==> config.mk <==
export PLATFORM = sky130hd
export DESIGN_NAME = utf8_to_utf16_transcoder_top
export DESIGN_NICKNAME = d
export VERILOG_FILES = /design/src/rtl/u8u16_pkg.sv /design/src/rtl/utf8_to_utf16_transcoder_top.sv
export SDC_FILE = /design/constraint.sdc
export NUM_CORES = 1
export LEC_CHECK = 0
export ABC_AREA = 1
export ABC_CLOCK_PERIOD_IN_PS = 4100
export BUFFER_PORTS_ARGS = -buffer_cell sky130_fd_sc_hd__buf_2
export CAP_MARGIN = 20
export CORE_UTILIZATION = 52
export CTS_BUF_LIST = sky130_fd_sc_hd__clkbuf_8
export DETAILED_ROUTE_END_ITERATION = 12
export GPL_TIMING_DRIVEN = 1
export PLACE_DENSITY = 0.8
export SETUP_SLACK_MARGIN = 0.5
export SYNTH_ARGS = -nofsm -noshare
export SYNTH_HDL_FRONTEND = slang
export SYNTH_SLANG_ARGS = --single-unit
==> constraint.sdc <==
create_clock -name aclk -period 4.1 [get_ports aclk]
set_input_delay 0.615 -clock aclk [delete_from_list [all_inputs] [get_ports aclk]]
set_output_delay 0.615 -clock aclk [all_outputs]
set_load 0.01 [all_outputs]
==> src/rtl/u8u16_pkg.sv <==
// Shared types and constants for the UTF-8 to UTF-16 transcoder.
`timescale 1ns / 1ps

package u8u16_pkg;

    // One UTF-16 result item.
    typedef struct packed {
        logic [15:0] code_unit;
        logic        unit_present;
        logic        bad_input;
        logic        end_of_string;
    } result_t;

    // Result queue depth; an input item yields at most two results.
    localparam int unsigned QUEUE_DEPTH = 4;
    localparam int unsigned MAX_PUSH    = 2;

    // Code point limits.
    localparam logic [20:0] CP_ONE_MAX   = 21'h00007F;
    localparam logic [20:0] CP_TWO_MAX   = 21'h0007FF;
    localparam logic [20:0] CP_BMP_MAX   = 21'h00FFFF;
    localparam logic [20:0] CP_SUPP_BASE = 21'h010000;
    localparam logic [20:0] CP_LIMIT     = 21'h110000;
    localparam logic [20:0] CP_SURR_LO   = 21'h00D800;
    localparam logic [20:0] CP_SURR_HI   = 21'h00DFFF;

    // Surrogate unit prefixes.
    localparam logic [15:0] HIGH_SURR_BASE = 16'hD800;
    localparam logic [15:0] LOW_SURR_BASE  = 16'hDC00;

    // Lead byte class limits.
    localparam logic [7:0] LEAD_CONT  = 8'h80;
    localparam logic [7:0] LEAD_TWO   = 8'hC0;
    localparam logic [7:0] LEAD_THREE = 8'hE0;
    localparam logic [7:0] LEAD_FOUR  = 8'hF0;
    localparam logic [7:0] LEAD_BAD   = 8'hF8;

    // Sequence lengths.
    localparam logic [2:0] SEQ_NONE  = 3'd0;
    localparam logic [2:0] SEQ_ONE   = 3'd1;
    localparam logic [2:0] SEQ_TWO   = 3'd2;
    localparam logic [2:0] SEQ_THREE = 3'd3;
    localparam logic [2:0] SEQ_FOUR  = 3'd4;

endpackage

==> src/rtl/utf8_to_utf16_transcoder_top.sv <==
// Top level of the UTF-8 to UTF-16 transcoder: input register, decode, result queue.
`timescale 1ns / 1ps

// Flow: a byte accepted on s_ is registered in the input stage, decoded into the result
//   queue once the queue has room, and presented on m_ from the queue head.
// Throughput: one byte per cycle while the four-entry result queue has room for two results;
//   decode fires only then, which absorbs a surrogate pair while m_ drains.
// Reset (aresetn low, synchronous): clears the input stage, the queue pointers and the
//   decoder state (partial code point, bytes due, sequence length, error mark).
module utf8_to_utf16_transcoder_top (
    input  logic        aclk,
    input  logic        aresetn,

    input  logic        s_valid,
    output logic        s_ready,
    input  logic [7:0]  s_data_byte,
    input  logic        s_final_byte,

    output logic        m_valid,
    input  logic        m_ready,
    output logic [15:0] m_code_unit,
    output logic        m_unit_present,
    output logic        m_bad_input,
    output logic        m_end_of_string
);

    localparam int unsigned PTR_W = $clog2(u8u16_pkg::QUEUE_DEPTH);
    localparam int unsigned CNT_W = $clog2(u8u16_pkg::QUEUE_DEPTH + 1);
    localparam logic [CNT_W-1:0] FIRE_LIMIT =
        CNT_W'(u8u16_pkg::QUEUE_DEPTH - u8u16_pkg::MAX_PUSH);

    // ------------------------------------------------------------------
    // Input register: hold one byte for the decode step.
    // ------------------------------------------------------------------
    logic       in_valid_reg;
    logic [7:0] in_byte_reg;
    logic       in_last_reg;

    // Decoder state.
    logic [20:0] partial_point_reg, partial_point_next;
    logic [1:0]  bytes_due_reg,     bytes_due_next;
    logic [2:0]  seq_len_reg,       seq_len_next;
    logic        failed_reg,        failed_next;

    // Result queue.
    u8u16_pkg::result_t queue_reg [u8u16_pkg::QUEUE_DEPTH];
    logic [PTR_W-1:0]   wr_ptr_reg, rd_ptr_reg;
    logic [CNT_W-1:0]   count_reg;

    logic               dec_fire;
    logic               pop;
    logic [1:0]         push_n;
    u8u16_pkg::result_t res0, res1;

    // Decode fires when a byte waits and two queue slots are free.
    assign dec_fire = in_valid_reg && (count_reg <= FIRE_LIMIT);
    // Take a new byte whenever the input register empties this cycle.
    assign s_ready  = !in_valid_reg || dec_fire;
    assign pop      = m_valid && m_ready;

    always_ff @(posedge aclk) begin
        if (!aresetn) begin
            in_valid_reg <= 1'b0;
        end else if (s_ready) begin
            in_valid_reg <= s_valid;
        end
        if (s_valid && s_ready) begin
            in_byte_reg <= s_data_byte;
            in_last_reg <= s_final_byte;
        end
    end

    // ------------------------------------------------------------------
    // Decode step: one byte against the gathered state, up to two results.
    // ------------------------------------------------------------------
    logic [20:0] cont_point;
    logic [20:0] emit_cp;
    logic [20:0] supp_off;
    logic [2:0]  emit_len;
    logic        emit_en;
    logic        emit_bad;
    u8u16_pkg::result_t err_res;

    assign cont_point = {partial_point_reg[14:0], in_byte_reg[5:0]};

    always_comb begin
        partial_point_next = partial_point_reg;
        bytes_due_next     = bytes_due_reg;
        seq_len_next       = seq_len_reg;
        failed_next        = failed_reg;
        push_n             = 2'd0;
        res0               = '0;
        res1               = '0;
        emit_en            = 1'b0;
        emit_cp            = '0;
        emit_len           = u8u16_pkg::SEQ_NONE;
        emit_bad           = 1'b0;
        supp_off           = '0;

        err_res               = '0;
        err_res.bad_input     = 1'b1;
        err_res.end_of_string = in_last_reg;

        if (failed_reg) begin
            // Drop bytes until the last one, which closes the string.
            if (in_last_reg) begin
                push_n = 2'd1;
                res0   = err_res;
            end
        end else begin
            if (bytes_due_reg == 2'd0) begin
                priority if (in_byte_reg < u8u16_pkg::LEAD_CONT) begin
                    emit_en  = 1'b1;
                    emit_cp  = {13'd0, in_byte_reg};
                    emit_len = u8u16_pkg::SEQ_ONE;
                end else if (in_byte_reg < u8u16_pkg::LEAD_TWO ||
                             in_byte_reg >= u8u16_pkg::LEAD_BAD) begin
                    failed_next = 1'b1;
                    push_n      = 2'd1;
                    res0        = err_res;
                end else if (in_byte_reg < u8u16_pkg::LEAD_THREE) begin
                    partial_point_next = {16'd0, in_byte_reg[4:0]};
                    bytes_due_next     = 2'd1;
                    seq_len_next       = u8u16_pkg::SEQ_TWO;
                end else if (in_byte_reg < u8u16_pkg::LEAD_FOUR) begin
                    partial_point_next = {17'd0, in_byte_reg[3:0]};
                    bytes_due_next     = 2'd2;
                    seq_len_next       = u8u16_pkg::SEQ_THREE;
                end else begin
                    partial_point_next = {18'd0, in_byte_reg[2:0]};
                    bytes_due_next     = 2'd3;
                    seq_len_next       = u8u16_pkg::SEQ_FOUR;
                end
            end else if (in_byte_reg[7:6] != 2'b10) begin
                failed_next = 1'b1;
                push_n      = 2'd1;
                res0        = err_res;
            end else begin
                partial_point_next = cont_point;
                bytes_due_next     = bytes_due_reg - 2'd1;
                if (bytes_due_reg == 2'd1) begin
                    emit_en            = 1'b1;
                    emit_cp            = cont_point;
                    emit_len           = seq_len_reg;
                    partial_point_next = '0;
                    seq_len_next       = u8u16_pkg::SEQ_NONE;
                end
            end

            if (emit_en) begin
                emit_bad = (emit_cp == '0) ||
                    (emit_len == u8u16_pkg::SEQ_TWO   && emit_cp <= u8u16_pkg::CP_ONE_MAX) ||
                    (emit_len == u8u16_pkg::SEQ_THREE && emit_cp <= u8u16_pkg::CP_TWO_MAX) ||
                    (emit_len == u8u16_pkg::SEQ_FOUR  && emit_cp <= u8u16_pkg::CP_BMP_MAX) ||
                    (emit_cp >= u8u16_pkg::CP_SURR_LO && emit_cp <= u8u16_pkg::CP_SURR_HI) ||
                    (emit_cp >= u8u16_pkg::CP_LIMIT);
                if (emit_bad) begin
                    failed_next = 1'b1;
                    push_n      = 2'd1;
                    res0        = err_res;
                end else if (emit_cp <= u8u16_pkg::CP_BMP_MAX) begin
                    push_n             = 2'd1;
                    res0.code_unit     = emit_cp[15:0];
                    res0.unit_present  = 1'b1;
                    res0.end_of_string = in_last_reg;
                end else begin
                    // Supplementary: high surrogate first, never closes the string.
                    supp_off           = emit_cp - u8u16_pkg::CP_SUPP_BASE;
                    push_n             = 2'd2;
                    res0.code_unit     = u8u16_pkg::HIGH_SURR_BASE | {6'd0, supp_off[19:10]};
                    res0.unit_present  = 1'b1;
                    res1.code_unit     = u8u16_pkg::LOW_SURR_BASE | {6'd0, supp_off[9:0]};
                    res1.unit_present  = 1'b1;
                    res1.end_of_string = in_last_reg;
                end
            end

            // A last byte that gave nothing cut a sequence short.
            if (in_last_reg && push_n == 2'd0) begin
                push_n = 2'd1;
                res0   = err_res;
            end
        end

        // The last byte returns the decoder to its idle state.
        if (in_last_reg) begin
            partial_point_next = '0;
            bytes_due_next     = 2'd0;
            seq_len_next       = u8u16_pkg::SEQ_NONE;
            failed_next        = 1'b0;
        end
    end

    always_ff @(posedge aclk) begin
        if (!aresetn) begin
            partial_point_reg <= '0;
            bytes_due_reg     <= 2'd0;
            seq_len_reg       <= u8u16_pkg::SEQ_NONE;
            failed_reg        <= 1'b0;
        end else if (dec_fire) begin
            partial_point_reg <= partial_point_next;
            bytes_due_reg     <= bytes_due_next;
            seq_len_reg       <= seq_len_next;
            failed_reg        <= failed_next;
        end
    end

    // ------------------------------------------------------------------
    // Result queue: push up to two items per decode, pop one per cycle while m_ready is high.
    // ------------------------------------------------------------------
    logic [1:0]       push_eff;
    logic [PTR_W-1:0] wr_ptr_plus1;

    assign push_eff     = dec_fire ? push_n : 2'd0;
    assign wr_ptr_plus1 = wr_ptr_reg + PTR_W'(1);

    always_ff @(posedge aclk) begin
        if (!aresetn) begin
            wr_ptr_reg <= '0;
            rd_ptr_reg <= '0;
            count_reg  <= '0;
        end else begin
            wr_ptr_reg <= wr_ptr_reg + PTR_W'(push_eff);
            rd_ptr_reg <= rd_ptr_reg + PTR_W'(pop);
            count_reg  <= count_reg + CNT_W'(push_eff) - CNT_W'(pop);
        end
        if (push_eff != 2'd0) begin
            queue_reg[wr_ptr_reg] <= res0;
        end
        if (push_eff == 2'd2) begin
            queue_reg[wr_ptr_plus1] <= res1;
        end
    end

    u8u16_pkg::result_t head;
    assign head            = queue_reg[rd_ptr_reg];
    assign m_valid         = (count_reg != '0);
    assign m_code_unit     = head.code_unit;
    assign m_unit_present  = head.unit_present;
    assign m_bad_input     = head.bad_input;
    assign m_end_of_string = head.end_of_string;

`ifndef NO_ASSERTIONS
    a_queue_bound: assert property (@(posedge aclk) disable iff (!aresetn)
        count_reg <= CNT_W'(u8u16_pkg::QUEUE_DEPTH))
        else $error("result queue overflow");

    a_marker_is_error: assert property (@(posedge aclk) disable iff (!aresetn)
        m_valid && !m_unit_present |-> m_bad_input)
        else $error("marker-only item without error flag");

    a_last_clears: assert property (@(posedge aclk) disable iff (!aresetn)
        dec_fire && in_last_reg |=>
        bytes_due_reg == 2'd0 && seq_len_reg == u8u16_pkg::SEQ_NONE && !failed_reg)
        else $error("decoder state not cleared after last byte");

    a_due_matches_len: assert property (@(posedge aclk) disable iff (!aresetn)
        (bytes_due_reg == 2'd0) == (seq_len_reg == u8u16_pkg::SEQ_NONE))
        else $error("bytes due and sequence length disagree");
`endif

endmodule
# [Word level (Yosys, flattened, before mapping)]
# Memory sizes are Yosys's and may differ from the RTL's. A register that Yosys moved wholly into a read port is not among the register bits.
# Index checks and enable logic that the tools add are counted.
[word_totals] latchBits=0 romBits=0 ramBits=76 n_memories=1 inputBits=13 register_bits=38 word_cells=151
[memory_table] memory="queue_reg" depth=4 width=19 read_ports=1 rd_ports_with_merged_regs=1 wr=2 line="utf8_to_utf16_transcoder_top.sv:46" source="u8u16_pkg::result_t queue_reg [u8u16_pkg::QUEUE_DEPTH];"
[op_classes] eq_ne=10 order_cmp=12 n_addsub=7 div_mod_pow=0 reduce_logical=24 mul=0 bitwise_logic=0 n_shift=0 mux=87
[ops] cell="$mux W15" count=7
[ops] cell="$mux W17" count=6
[ops] cell="$mux W21" count=4
[ops] cell="$mux W19" count=4
[ops] cell="$le A21 B16 Y1 const B" count=2
[ops] cell="$mux W2" count=20
[ops] cell="$mux W3" count=13
[ops] cell="$lt A8 B8 Y1 const B" count=4
[ops] cell="$mux W1" count=30
[ops] cell="$ge A21 B16 Y1 const B" count=1
[ops] cell="$ge A21 B21 Y1 const B" count=1
[ops] cell="$le A21 B11 Y1 const B" count=1
[ops] cell="$le A21 B7 Y1 const B" count=1
[ops] cell="$logic_not A21 Y1" count=1
[ops] cell="$sub A20 B17 Y20 const B" count=1
[ops] cell="$ne A3 B3 Y1 const B" count=3
[ops] cell="$ge A8 B8 Y1 const B" count=1
[ops] cell="$logic_and A1 B1 Y1" count=8
[ops] cell="$mux W8" count=1
[ops] cell="$logic_or A1 B1 Y1" count=7
[ops] cell="$eq A3 B2 Y1 const B" count=2
[ops] cell="$reduce_and A6 Y1" count=1
[ops] cell="$reduce_bool A3 Y1" count=2
[ops] cell="$mux W5" count=1
[ops] cell="other kinds (16)" count=18

# [Depth between registers and ports, before layout]
[depth] word_depth=23 depth_mapped=26

# [Worst setup path before layout]
# OpenSTA, ideal clock, no wires.
[synth_timing] kind="register -> register" from="reg in_byte_reg[6]" to="reg count_reg[2]" slack_ns=0.694 t_arrival_ns=3.286 period_less_slack_ns=3.406 t_required_ns=3.980 stages_incl_launch_ff=25 setup_time_ns=0.120 path_cell_list="edfxtp_1 > inv_1 > nand2_4 > nor2_8 > buf_4 > nand2_1 > ha_1 > inv_1 > nor2_1 > nand2_1 > nor2_1 > nand3_1 > nand2_2 > nand2_2 > nand2_4 > inv_2 > nand3_4 > nor2_8 > nand2_1 > ha_1 > inv_1 > fa_1 > xor2_1 > o21ai_0 > a21oi_1"
[synth_between] elab_chain_len=21 word_cells_on_any_way=51 cone_classes="2 x add/sub; 9 x order compare; 4 x eq/ne; 23 x mux; 13 x reduce/logical"
[synth_lines] element="start, declared" line="utf8_to_utf16_transcoder_top.sv:36" source="logic [7:0] in_byte_reg;"
[synth_lines] element="start signal, assigned" line="utf8_to_utf16_transcoder_top.sv:68" source="in_byte_reg <= s_data_byte;"
[synth_lines] element="$lt A8 B8 Y1 or $ne A2 B2 Y1 (tied branches)" line="utf8_to_utf16_transcoder_top.sv:112, utf8_to_utf16_transcoder_top.sv:134"
[synth_lines] element="$mux W8, or another cell as far along" line="utf8_to_utf16_transcoder_top.sv:112" source="priority if (in_byte_reg < u8u16_pkg::LEAD_CONT) begin"
[synth_lines] element="$mux W21 or $mux W3 (tied branches)" line="utf8_to_utf16_transcoder_top.sv:111" source="if (bytes_due_reg == 2'd0) begin"
[synth_lines] element="$mux W21 or $mux W3 (tied branches)" line="utf8_to_utf16_transcoder_top.sv:104" source="if (failed_reg) begin"
[synth_lines] element="$le A21 B7 Y1 or $eq A3 B2 Y1 (tied branches)" line="utf8_to_utf16_transcoder_top.sv:152" source="(emit_len == u8u16_pkg::SEQ_TWO && emit_cp <= u8u16_pkg::CP_ONE_MAX) ||"
[synth_lines] element="$logic_and A1 B1 Y1" line="utf8_to_utf16_transcoder_top.sv:152"
[synth_lines] element="$logic_or A1 B1 Y1" line="utf8_to_utf16_transcoder_top.sv:151" source="emit_bad = (emit_cp == '0) ||"
[synth_lines] element="$logic_or A1 B1 Y1" line="utf8_to_utf16_transcoder_top.sv:152"
[synth_lines] element="[5 not listed]"
[synth_lines] element="$mux W2 *" line="utf8_to_utf16_transcoder_top.sv:104"
[synth_lines] element="$logic_not A2 Y1" line="utf8_to_utf16_transcoder_top.sv:179" source="if (in_last_reg && push_n == 2'd0) begin"
[synth_lines] element="$logic_and A1 B1 Y1" line="utf8_to_utf16_transcoder_top.sv:179"
[synth_lines] element="$mux W2 *" line="utf8_to_utf16_transcoder_top.sv:179"
[synth_lines] element="$mux W2 *" line="utf8_to_utf16_transcoder_top.sv:104"
[synth_lines] element="$mux W2 *" line="utf8_to_utf16_transcoder_top.sv:214" source="assign push_eff = dec_fire ? push_n : 2'd0;"
[synth_lines] element="$add A3 B2 Y3 *" line="utf8_to_utf16_transcoder_top.sv:225" source="count_reg <= count_reg + CNT_W'(push_eff) - CNT_W'(pop);"
[synth_lines] element="$sub A3 B1 Y3 *" line="utf8_to_utf16_transcoder_top.sv:225"
[synth_lines] element="end signal, assigned" line="utf8_to_utf16_transcoder_top.sv:225"
[synth_lines] element="end, declared" line="utf8_to_utf16_transcoder_top.sv:48" source="logic [CNT_W-1:0] count_reg;"
# Mark *: on every way between the ends. The rest lies on a longest branch, timed or not. The select of a mux whose other input is x is not followed.
# A chain may end at the register's enable or synchronous reset.

# [Final worst setup path]
[layout_timing] from="reg in_byte_reg[7]" to="reg count_reg[2]"
# The elaborated chain is that of the path after synthesis.

==> metrics.csv <==
metric,value,unit
die_area,12900,um^2
synth_area,6490,um^2
worstSkewPairLatency,440,ps
p_sw_frac,0.366,
synth_top_cell_by_area,edfxtp_1,
ys_ff_latch,114,
switchingPower,1.32,mW
syn_nets,817,
worstSetupPathType,flip-flop to flip-flop,
ys_seq_area_frac,0.470,
power.density,487,nW/um^2
maxCapViolCount,0,
worst-path-buf-inv,5,
fill_cells,1076,
h-tree-depth,4,
slowest_delay,460,ps
nNetsFinal,867,
cp_top_family,simple AND/OR/NAND/NOR gates,
worstPathRequired,4420,ps
p_comb_frac,0.314,
clock.fmax,0.291,GHz
grt_use_total,0.289,
cts-root-buf,clkbuf_8,
worstPathMaxFanout,8,
drt.antenna.violating_nets,0,
hpwl,12400,um
first_pass_iters,6,
antenna_found_initial,0,
wirelength,18200,um
worstMarginPinSlew,877,ps
crit_chain,buf_4 -> inv_2 -> nand2_1 -> nand2_4 -> nand2_1 -> nor2_2 -> nand2_1 -> nor2_2 -> nand2_1 -> nand2_1 -> nand2_1 -> nand2_4 -> inv_2 -> nand3_4 -> nor2_8 -> inv_1 -> nand2_1 -> ha_1 -> inv_1 -> ha_1 -> fa_2 -> xor2_2 -> o21ai_1 -> a21oi_1,
clkPwrFrac,0.286,
finalHoldWorstSlack,351,ps
initial_core_util,0.536,
wl_per_cell,17.7,um
num_antenna_cells,0,
cp_slowest_cell,edfxtp_1,
port_buffers,33,
skew,11.5,ps
fin_tns_setup,0,ps
gp_congestion,1.05,
cts_num_sinks,114,
hold_viol_final,0,
avgSynthCellArea,8.14,um^2
hold_buffers,0,
status,finished clean,
drc,0,
critPathArrivalTime,3750,ps
worstSetupEndpointType,flip-flop,
die_height,114,um
ys_top_cells_by_area,"edfxtp_1 36%, dfxtp_1 11%, nand2_1 7.8%",
pwr-share-seq,0.400,
yosys_warnings,0,
numCtsBuffers,17,
via_count,6068,
regArea,3060,um^2
largest_reg_flops,76,
power_leakage,2.96,nW
grt_pass1_vias,5385,
finalCriticalPeriod,3430,ps
area.growth.synth_to_final,14.0,%
cts_buffer_depth,2,
ys_types,43,
crit_path_frequent_cell,nand2_1,
overflow,0,
fin_crit_sh,0.837,
synth_top_area_share,0.356,
setup_viol,0,
p_int,2.28,mW
num_rows,40,
drive_above_1_share,0.186,
coreArea,12100,um^2
grt_first_pass_wirelength,28200,um
slew_violations,0,
cts.clk_slew.worst_paths,70,ps
io_pins,34,
grt_max_degree,39,
peakVddDrop,554,uV
slew_headroom,0.413,
die_x,114,um
hold_path.class,input port to flip-flop,
synth_cells,797,
rsz0062_at_grt,true,
cts_tree,yes,
cp-start-kind,flip-flop,
multi_input_area,3000,um^2
vias_per_cell,5.91,
first_iter_violations,644,
[power by group through the flow]
| stage | Sequential (mW) | Clock [mW] | Combinational, mW |
|---|---|---|---|
| final | 1.44 | 1.03 | 1.13 |
| after global routing | 1.45 | 1.08 | 1.24 |
| after CTS | 1.44 | 1.04 | 1.09 |
| after detailed placement | 1.46 | 0 | 1.08 |
| after global placement | 1.45 | 0 | 1.06 |
| after floorplan | 1.41 | 0 | 0.798 |
[worst register-to-register path: stages, from the launching register on]
cell and delay [ps]:
edfxtp_1 460, buf_4 170, inv_2 80, nand2_1 120
nand2_4 140, nand2_1 90, nor2_2 140, nand2_1 80
nor2_2 150, nand2_1 80, nand2_1 80, nand2_1 80
nand2_4 110, inv_2 60, nand3_4 110, nor2_8 50
inv_1 50, nand2_1 60, ha_1 270, inv_1 40
ha_1 190, fa_2 350, xor2_2 160, o21ai_1 120
a21oi_1 50
[Yosys cell counts (all sizes together)]
master / n
nand2: 147
nand3b: 3
o211ai: 1
a21oi: 41
nand3: 91
ha: 6
buf: 17
clkinv: 2
a22oi: 1
nor2: 110
edfxtp: 77
clkbuf: 21
nor3: 3
xor2: 1
a21o: 1
fa: 1
o22ai: 19
a21boi: 1
nand4: 32
o21ai: 91
a31oi: 1
inv: 78
a311oi: 1
xnor2: 3
or2: 3
o21bai: 1
dfxtp: 37
a211oi: 7
[cell type report]
type                       instances  share of cell area
clock buffer                      17              0.0316
clock inverter                    14              0.0200
inverter                          80              0.0409
multi-input combinational        565               0.405
sequential                       114               0.413
tap                              168              0.0284
timing repair buffer              69              0.0606
[cell usage in the layout, fill, tap and decap left out, drive strengths merged]
| cell type | Yosys | final |
|---|---|---|
| a21oi | 41 | 41 |
| o21bai | 1 | 1 |
| clkinvlp | 0 | 2 |
| clkinv | 2 | 10 |
| nand4 | 32 | 32 |
| nand3 | 91 | 91 |
| o211ai | 1 | 1 |
| a21boi | 1 | 1 |
| a22oi | 1 | 1 |
| clkbuf | 21 | 17 |
| nand3b | 3 | 3 |
| xnor2 | 3 | 3 |
| o21ai | 91 | 91 |
| edfxtp | 77 | 77 |
| or2 | 3 | 3 |
| bufinv | 0 | 3 |
| nor3 | 3 | 3 |
| a311oi | 1 | 1 |
| o22ai | 19 | 19 |
| xor2 | 1 | 1 |
| buf | 17 | 69 |
| fa | 1 | 1 |
| inv | 78 | 79 |
| nor2 | 110 | 110 |
| a31oi | 1 | 1 |
| a211oi | 7 | 7 |
| nand2 | 147 | 147 |
| a21o | 1 | 1 |
| dfxtp | 37 | 37 |
| ha | 6 | 6 |
[final timing paths]
path               startpoint               end  slack [ps]  cells after the start
max            in_byte_reg[7]      count_reg[2]         670                     24
min              s_final_byte       in_last_reg         350                      1
min reg2reg  queue_reg[3][16]  queue_reg[3][16]         470                      2
max reg2reg    in_byte_reg[7]      count_reg[2]         670                     24
[kinds of logic (layout without fill, tap and decap cells)]
| group | count (synthesis) | after routing | synth area share |
|---|---|---|---|
| flip-flops | 114 | 114 | 0.470 |
| AO/OA/AOI/OAI | 165 | 165 | 0.139 |
| XOR/XNOR | 4 | 4 | 0.00540 |
| adder cells (fa/ha/maj) | 7 | 7 | 0.0147 |
| buffers and inverters | 118 | 180 | 0.0781 |
| AND/OR/NAND/NOR | 389 | 389 | 0.293 |
[per-layer routing]
layer / global-route usage / share of wire / vias up
met1: 0.376 / 0.40 / 2788
met2: 0.450 / 0.47 / 378
li1: - / - / 2842
met5: 0 / 0 / -
met3: 0.0606 / 0.095 / 60
met4: 0.161 / 0.035 / 0
[metrics by stage]
stage                     worst slack, ps  std cells   util  area (um^2)  total power, mW
final                                 669       1027  0.611         7400             3.60
after detailed placement              341        979  0.563         6820             2.54
after global placement                493        979  0.563         6820             2.52
after CTS                             506       1014  0.598         7240             3.57
after global routing                  467       1027  0.611         7400             3.77
after floorplan                       694        797      -         6490             2.20
[repair_timing]
| action | CTS | global route |
|---|---|---|
| resized for setup | 4 | 16 |
| setup buffers | 4 | 13 |
| pin swaps | 2 | 8 |
| endpoints found under the setup margin | 14 | 17 |
No activity file was read; power rests on OpenSTA's default activity.
